File: src/hdl/assert_macros.svh
// ----------------------------------------------------------------------------
// assert_macros.svh
// Short forms for the concurrent checks in the tail search engine. Every
// macro samples on clk and is off while rst is high.
// ----------------------------------------------------------------------------
`ifndef ASSERT_MACROS_SVH
`define ASSERT_MACROS_SVH

// condition holds at every clock edge
`define CHECK_ALWAYS(label, cond, msg) \
  label: assert property (@(posedge clk) disable iff (rst) (cond)) else $error(msg);

// consequence holds at the same edge as the trigger
`define CHECK_SAME(label, trig, cons, msg) \
  label: assert property (@(posedge clk) disable iff (rst) (trig) |-> (cons)) \
    else $error(msg);

// consequence holds at the edge after the trigger
`define CHECK_NEXT(label, trig, cons, msg) \
  label: assert property (@(posedge clk) disable iff (rst) (trig) |=> (cons)) \
    else $error(msg);

`endif

File: src/hdl/lle_pkg.sv
// ----------------------------------------------------------------------------
// lle_pkg
// Micro-op codes, branch conditions, step codes and the control store of
// the tail search engine.
// ----------------------------------------------------------------------------
package lle_pkg;

  localparam int OP_W   = 4;
  localparam int COND_W = 3;
  localparam int STEP_W = 3;

  // result length field width
  localparam int LIS_LEN_W = 11;

  // datapath micro-ops
  localparam logic [OP_W-1:0] OP_NOP         = 4'd0;
  localparam logic [OP_W-1:0] OP_LATCH       = 4'd1;
  localparam logic [OP_W-1:0] OP_WR_FIRST    = 4'd2;
  localparam logic [OP_W-1:0] OP_RD_FIRST    = 4'd3;
  localparam logic [OP_W-1:0] OP_WR_ZERO     = 4'd4;
  localparam logic [OP_W-1:0] OP_RD_LAST     = 4'd5;
  localparam logic [OP_W-1:0] OP_APPEND      = 4'd6;
  localparam logic [OP_W-1:0] OP_INIT_SEARCH = 4'd7;
  localparam logic [OP_W-1:0] OP_RD_MID      = 4'd8;
  localparam logic [OP_W-1:0] OP_WR_LO       = 4'd9;
  localparam logic [OP_W-1:0] OP_NARROW      = 4'd10;
  localparam logic [OP_W-1:0] OP_EMIT        = 4'd11;

  // branch conditions
  localparam logic [COND_W-1:0] C_ALWAYS    = 3'd0;
  localparam logic [COND_W-1:0] C_IN_VALID  = 3'd1;
  localparam logic [COND_W-1:0] C_LEN_ZERO  = 3'd2;
  localparam logic [COND_W-1:0] C_KEY_LT_RD = 3'd3;
  localparam logic [COND_W-1:0] C_KEY_GT_RD = 3'd4;
  localparam logic [COND_W-1:0] C_LO_LT_HI  = 3'd5;
  localparam logic [COND_W-1:0] C_LAST      = 3'd6;
  localparam logic [COND_W-1:0] C_OUT_FREE  = 3'd7;

  // program steps
  localparam logic [STEP_W-1:0] STEP_WAIT       = 3'd0;
  localparam logic [STEP_W-1:0] STEP_START      = 3'd1;
  localparam logic [STEP_W-1:0] STEP_CHK_FIRST  = 3'd2;
  localparam logic [STEP_W-1:0] STEP_CHK_LAST   = 3'd3;
  localparam logic [STEP_W-1:0] STEP_SEARCH     = 3'd4;
  localparam logic [STEP_W-1:0] STEP_PROBE      = 3'd5;
  localparam logic [STEP_W-1:0] STEP_FINISH     = 3'd6;
  localparam logic [STEP_W-1:0] STEP_EMIT       = 3'd7;

  typedef struct packed {
    logic [COND_W-1:0] cond;
    logic [OP_W-1:0]   op_t;
    logic [STEP_W-1:0] tgt_t;
    logic [OP_W-1:0]   op_f;
    logic [STEP_W-1:0] tgt_f;
  } ctrl_word_t;

  typedef struct packed {
    logic in_valid;
    logic len_zero;
    logic key_lt_rd;
    logic key_gt_rd;
    logic lo_lt_hi;
    logic last;
    logic out_free;
  } dp_flags_t;

  // control store
  function automatic ctrl_word_t micro_rom(input logic [STEP_W-1:0] step);
    ctrl_word_t w;
    begin
      case (step)
        STEP_WAIT:      w = '{C_IN_VALID,  OP_LATCH,       STEP_START,
                              OP_NOP,      STEP_WAIT};
        STEP_START:     w = '{C_LEN_ZERO,  OP_WR_FIRST,    STEP_FINISH,
                              OP_RD_FIRST, STEP_CHK_FIRST};
        STEP_CHK_FIRST: w = '{C_KEY_LT_RD, OP_WR_ZERO,     STEP_FINISH,
                              OP_RD_LAST,  STEP_CHK_LAST};
        STEP_CHK_LAST:  w = '{C_KEY_GT_RD, OP_APPEND,      STEP_FINISH,
                              OP_INIT_SEARCH, STEP_SEARCH};
        STEP_SEARCH:    w = '{C_LO_LT_HI,  OP_RD_MID,      STEP_PROBE,
                              OP_WR_LO,    STEP_FINISH};
        STEP_PROBE:     w = '{C_ALWAYS,    OP_NARROW,      STEP_SEARCH,
                              OP_NOP,      STEP_SEARCH};
        STEP_FINISH:    w = '{C_LAST,      OP_NOP,         STEP_EMIT,
                              OP_NOP,      STEP_WAIT};
        STEP_EMIT:      w = '{C_OUT_FREE,  OP_EMIT,        STEP_WAIT,
                              OP_NOP,      STEP_EMIT};
        default:        w = '{C_ALWAYS,    OP_NOP,         STEP_WAIT,
                              OP_NOP,      STEP_WAIT};
      endcase
      return w;
    end
  endfunction

endpackage

File: src/hdl/lle_seq.sv
// ----------------------------------------------------------------------------
// lle_seq
// Step counter and control store: picks one micro-op per cycle and branches
// on a datapath flag.
// ----------------------------------------------------------------------------
module lle_seq import lle_pkg::*; (
  input  logic            clk,
  input  logic            rst,
  input  dp_flags_t       flags,
  output logic [OP_W-1:0] op,
  output logic            in_stall
);

  logic [STEP_W-1:0] pc;
  logic [STEP_W-1:0] pc_next;
  ctrl_word_t        word;
  logic              taken;

  assign word = micro_rom(pc);

  always_comb begin
    case (word.cond)
      C_ALWAYS:    taken = 1'b1;
      C_IN_VALID:  taken = flags.in_valid;
      C_LEN_ZERO:  taken = flags.len_zero;
      C_KEY_LT_RD: taken = flags.key_lt_rd;
      C_KEY_GT_RD: taken = flags.key_gt_rd;
      C_LO_LT_HI:  taken = flags.lo_lt_hi;
      C_LAST:      taken = flags.last;
      C_OUT_FREE:  taken = flags.out_free;
      default:     taken = 1'b0;
    endcase
  end

  assign op      = taken ? word.op_t  : word.op_f;
  assign pc_next = taken ? word.tgt_t : word.tgt_f;

  // input is taken only in the wait step
  assign in_stall = (pc != STEP_WAIT);

  always_ff @(posedge clk) begin
    if (rst) begin
      pc <= STEP_WAIT;
    end else begin
      pc <= pc_next;
    end
  end

endmodule

File: config.mk
export PLATFORM = sky130hd
export DESIGN_NAME = lle_seq
export DESIGN_NICKNAME = d
export VERILOG_FILES = /design/src/hdl/assert_macros.svh /design/src/hdl/lle_pkg.sv /design/src/hdl/lle_seq.sv
export SDC_FILE = /design/constraint.sdc
export NUM_CORES = 1
export LEC_CHECK = 0
export BUFFER_PORTS_ARGS = -buffer_cell sky130_fd_sc_hd__buf_2
export CORE_UTILIZATION = 53
export DETAILED_ROUTE_END_ITERATION = 7
export PLACE_DENSITY = 0.76
export SLEW_MARGIN = 0
export SYNTH_ARGS = -nofsm -noshare
export SYNTH_HDL_FRONTEND = slang
export SYNTH_SLANG_ARGS = --single-unit
File: constraint.sdc
create_clock -name clk -period 3.4 [get_ports clk]
set_clock_uncertainty 0.05 [all_clocks]
set_input_delay 0.51 -clock clk [delete_from_list [all_inputs] [get_ports clk]]
set_output_delay 0.51 -clock clk [all_outputs]
set_load 0.01 [all_outputs]
==> out/results.txt, run 1 <==
Met3 Resource Use GR: 5.60%
Max H-tree Level: 1
Pins Over Slew Limit: 0
Initial antenna violation count: 0
WL final: 1350 um
Area grow syn2layout: 12.7%
Drt first pass iters: 3
Required time of the critical path: 2.84 ns
Status: finished clean
Detail Route Antenna Nets: 0
Die height: 42.2 um
Number of hold buffers added after CTS: 0
P per Cell Area: 994 nW/um^2
Final setup TNS: 0 ns
Gp weighted congestion: 0.722
Crit-path cells: mux2_4 > a311oi_4 > mux2_2 > buf_2
Fin. Hold Viols: 0
RSZ-0062 raised after global routing: no
Period utilization: 81.6%
Crit path max fanout: 7
Post-detail-place hpwl: 986 um
Crit start category: flop
FF-to-FF setup slack: 0.81 ns
Iter 0 DRT Violations: 6
CP bufs+invs: 1
Row cnt: 14
Largest delay share family, worst path: multiplexers
Worst-path clk slew: 0.11 ns
Post-CTS resize count: 0
Final setup viols: 0
Mapped Cells: 70
Capturing element type of the critical path: output pin
Hold slack final: 0.597 ns
Vias per cell: 5.10
Max_cap viols: 0
GRT overflow: 0
Crit path arrival time: 2.21 ns
Fmax: 361 MHz
Nets: 103
Minimum clock period: 2.77 ns
Largest stage delay, worst path: 0.57 ns
First-pass GRT wire length: 2500 um
Clock buffer depth: 2
Clk Latency, worst-skew pair: 0.31 ns
CTS Buf Count: 3
VDD IR max: 0.485 mV
Gr busiest metal: met2
Post-synthesis sequential area ratio: 44.5%
Leak: 0.000469 uW
Synth cell types: 19
Synth warnings: 0
Setup Buffers After CTS: 0
CTS tree: done
Share of cells above drive strength 1: 37.9%
Total GRT Usage: 19.6%
Synth Register Bits: 19
Clk Tree Root Cell: clkbuf_4
Largest net degree at the start of global routing: 12
IO Pins: 14
Crit-path slowest cell: a311oi_4
DRC violation count after routing: 0
Met2 Usage GRT: 30.6%
Synthesized area per cell: 12.2 sq um
Sinks on Clock Net: 19
Die Span X: 42.2 um
Hold crit path type: flop to flop
Die area: 1780 sq um
GR Util met1: 23.2%
Vias: 525
WL per Instance: 13.1 um
Antenna diodes: 0
Syn nets: 85
Rel. slew slack: 59.8%
Port-buffer cells: 13
Crit Path Class: flop to output pin
Cell area after synthesis: 855 sq um
Starting Density: 56.7%
Worst-margin pin slew: 0.591 ns
Core area: 1510 sq um
Vias in the first global route: 542
==> power by group <==
| group | leakage [uW] | switching [uW] | internal [uW] |
|---|---|---|---|
| Sequential | 0.000158 | 38.2 | 327 |
| Clock | 0.0000177 | 74.3 | 44.0 |
| Combinational | 0.000293 | 236 | 238 |
==> sequential cells by signal, summed over array words and instances (netlist names) <==
name	cells
pc	3
word	16
==> logic make-up (layout without fill, tap and decap cells) <==
group | Yosys count | after routing | share of synthesized area [%]
fa+ha+maj | 6 | 6 | 8.78
simple gates | 13 | 13 | 9.81
flops | 19 | 19 | 44.5
compound gates | 2 | 2 | 4.54
mux | 21 | 21 | 27.1
buf+inv | 9 | 26 | 5.27
==> cells in the final DEF, fill, tap and decap left out, types with 2 or more instances in the layout <==
cell and instances:
buf_2 13, buf_4 2, clkbuf_4 3, dfxtp_1 19, ha_1 6, inv_1 6
mux2_2 7, mux2i_1 11, mux2i_2 2, nand2b_1 2, nor2_1 2, nor2b_1 5
==> synthesized netlist by cell type, drive strengths merged <==
| library cell | n | share of area, % |
|---|---|---|
| a211oi | 1 | 1.5 |
| a311oi | 1 | 3.1 |
| and2 | 1 | 0.73 |
| buf | 2 | 2.2 |
| dfxtp | 19 | 45 |
| ha | 6 | 8.8 |
| inv | 7 | 3.1 |
| mux2 | 8 | 11 |
| mux2i | 13 | 16 |
| nand2b | 2 | 1.5 |
| nor2 | 2 | 0.88 |
| nor2b | 5 | 3.7 |
| nor3b | 2 | 2.3 |
| or3 | 1 | 0.73 |
==> per-layer routing <==
layer / vias to the layer above / share of wire [%]
met1: 238 / 47
met4: 0 / 3.4
met3: 5 / 4.1
met5: - / 0
met2: 9 / 45
li1: 273 / -
==> layout make-up <==
class	count	area, sq um
clock buffers	3	22.5
clock inverters	1	5.00
fillers	123	543
inverters	7	26.3
multi-input cells	42	429
flip-flops and latches	19	380
well taps	16	20.0
repair buffers	15	80.1
==> metrics by stage <==
step	area [sq um]	total power (uW)	util, %	setup WS [ns]	std cells
final	963	958	64.0	0.626	103
after global routing	963	1030	64.0	0.514	103
after CTS	963	968	64.0	0.605	103
after detailed placement	936	846	62.1	0.712	99
after global placement	936	829	62.1	0.740	99
after floorplan	855	729	-	0.784	70
==> tightest hold or removal path, cell delays in order, from the launching register on <==
cell      delay [ns]
dfxtp_1         0.31
nand2b_1        0.07
mux2i_2         0.17
==> worst paths after layout <==
kind                    startpoint                to  cells after the start
setup / recovery  word[15]$_DFF_P_             op[0]                      4
hold / removal     word[2]$_DFF_P_  pc[2]$_SDFF_PP0_                      2
setup reg to reg  word[15]$_DFF_P_   word[1]$_DFF_P_                      5
hold reg to reg    word[2]$_DFF_P_  pc[2]$_SDFF_PP0_                      2
(Power assumes the default switching activity.)
==> inputs of run 2 (changes only) <==
--- a/config.mk
+++ b/config.mk
@@ -6,9 +6,9 @@
 export NUM_CORES = 1
 export LEC_CHECK = 0
 export BUFFER_PORTS_ARGS = -buffer_cell sky130_fd_sc_hd__buf_2
-export CORE_UTILIZATION = 53
+export CORE_UTILIZATION = 48
 export DETAILED_ROUTE_END_ITERATION = 7
-export PLACE_DENSITY = 0.76
+export PLACE_DENSITY = 0.72
 export SLEW_MARGIN = 0
 export SYNTH_ARGS = -nofsm -noshare
 export SYNTH_HDL_FRONTEND = slang
==> constraint.sdc (replaced) <==
create_clock -name clk -period 2.48 [get_ports clk]
set_clock_uncertainty 0.05 [all_clocks]
set_input_delay 0.372 -clock clk [delete_from_list [all_inputs] [get_ports clk]]
set_output_delay 0.372 -clock clk [all_outputs]
set_load 0.01 [all_outputs]
==> out/results.txt, run 2 (synthesized netlist as in run 1, its figures left out) <==
Status: finished clean
Die Span X: 44.2 um
Final Non-Filler Cells: 109
Minimum clock period: 2.42 ns
Rel. slew slack: 76.7%
VDD IR max: 0.728 mV
WL per Instance: 13.8 um
CP bufs+invs: 2
Max_cap viols: 0
Largest net degree at the start of global routing: 11
Layout fillers: 124
Leak: 0.000493 uW
Share of cells above drive strength 1: 45.2%
Sw Pwr: 486 uW
Hold crit path type: input pin to flop
Detail Route Antenna Nets: 0
Clock buffer depth: 2
Total GRT Usage: 18.9%
Worst path depth: 5
Fin. Hold Viols: 0
Crit-path cells: mux2_4 > a311oi_4 > buf_4 > mux2_2 > buf_2
Iter 0 DRT Violations: 6
Crit Path Class: flop to output pin
Die area: 1950 sq um
Capturing element type of the critical path: output pin
Most frequent cells in the layout: dfxtp_1 (17), buf_2 (13), mux2i_1 (10)
Crit path arrival time: 2.00 ns
Vias in the first global route: 549
FF-to-FF End: word[0]$_DFF_P_
Final setup viols: 0
DRC violation count after routing: 0
Period utilization: 97.7%
Net Sw Frac: 34.9%
Clk Latency, worst-skew pair: 0.29 ns
Crit start category: flop
WL final: 1510 um
Final setup TNS: 0 ns
Footprint of the multi-input gates: 433 sq um
Initial antenna violation count: 0
IO Pins: 14
Final Core Density: 64.4%
Reg2reg path depth: 8
Worst-path clk slew: 0.10 ns
Internal power: 904 uW
First-pass GRT wire length: 2500 um
FF-to-FF setup slack: 0.16 ns
Post-detail-place hpwl: 1150 um
P per Cell Area: 1370 nW/um^2
FF+latch area: 385 sq um
Worst r2r src: word[15]$_DFF_P_
Starting Density: 54.2%
Area grow syn2layout: 18.9%
Vias: 554
Core area: 1580 sq um
Gp weighted congestion: 0.810
Commonest non-fill, non-tap cell in the layout: dfxtp_1
Max reg flops: 16
Combinational Power Share: 52.4%
Largest delay share family, worst path: multiplexers
Required time of the critical path: 2.06 ns
Number of hold buffers added after CTS: 0
Clock power frac: 10.9%
Clk Tree Root Cell: clkbuf_4
Antenna diodes: 0
Fmax: 413 MHz
Die height: 44.2 um
Port-buffer cells: 13
DP Cell Count: 103
Critical path origin: word[15]$_DFF_P_
GRT overflow: 0
Crit-path slowest cell: dfxtp_4
CP Capture Point: op[0]
Row cnt: 14
Sinks on Clock Net: 19
Largest stage delay, worst path: 0.39 ns
Drt first pass iters: 5
CTS tree: done
Vias per cell: 5.08
Worst-margin pin slew: 0.348 ns
CTS Buf Count: 3
Pins Over Slew Limit: 0
Max H-tree Level: 1
Reg power frac: 36.7%
Crit path max fanout: 4
Nets: 109
run 2: worst min path at each step:
stage	start	to	cells after the start
6_report	rst	pc[2]$_SDFF_PP0_	4
3_3_place_gp	word[9]$_DFF_P_	pc[2]$_SDFF_PP0_	3
4_1_cts	rst	pc[2]$_SDFF_PP0_	4
5_1_grt	rst	pc[2]$_SDFF_PP0_	4
3_5_place_dp	word[2]$_DFF_P_	pc[2]$_SDFF_PP0_	3
2_1_floorplan	word[1]$_DFF_P_	pc[1]$_SDFF_PP0_	3
run 2: worst min-delay path: stages:
cell	delay [ns]
buf_2	0.14
nand2b_1	0.14
mux2i_2	0.11
buf_4	0.16
run 2: area by class of cell:
| class | instances | area share (%) |
|---|---|---|
| multi-input cells | 42 | 42.6 |
| well taps | 16 | 1.97 |
| repair buffers | 21 | 12.3 |
| flip-flops and latches | 19 | 37.9 |
| clock buffers | 4 | 2.59 |
| inverters | 7 | 2.59 |
run 2: routing by layer:
metal / routed length, um / up-vias / global-route usage, %
li1: - / 283 / -
met4: 28 / 0 / 9.09
met2: 712 / 9 / 27.9
met5: 0 / - / 0
met3: 54 / 5 / 7.35
met1: 713 / 257 / 24.0
run 2: what timing repair did:
item                       CTS  global route
pin swaps                    1             0
gates resized for setup      1             3
buffers inserted             2             0
setup endpoints to repair    3             5
run 2: through the flow:
step	setup slack (ns)	hold slack, ns	total power [uW]	area, sq um
5_1_grt	-0.00348	0.628	1490	1020
6_report	0.0578	0.609	1390	1020
3_5_place_dp	0.164	0.631	1210	970
3_3_place_gp	0.201	0.620	1200	970
4_1_cts	0.0541	0.616	1390	1010
2_1_floorplan	0.0168	0.589	1010	858
run 2: power groups by stage:
stage | clock network, uW | logic [uW] | registers, uW
4_1_cts | 153 | 728 | 507
3_5_place_dp | 0 | 697 | 512
2_1_floorplan | 0 | 511 | 496
3_3_place_gp | 0 | 687 | 510
6_report | 151 | 729 | 510
5_1_grt | 172 | 795 | 524
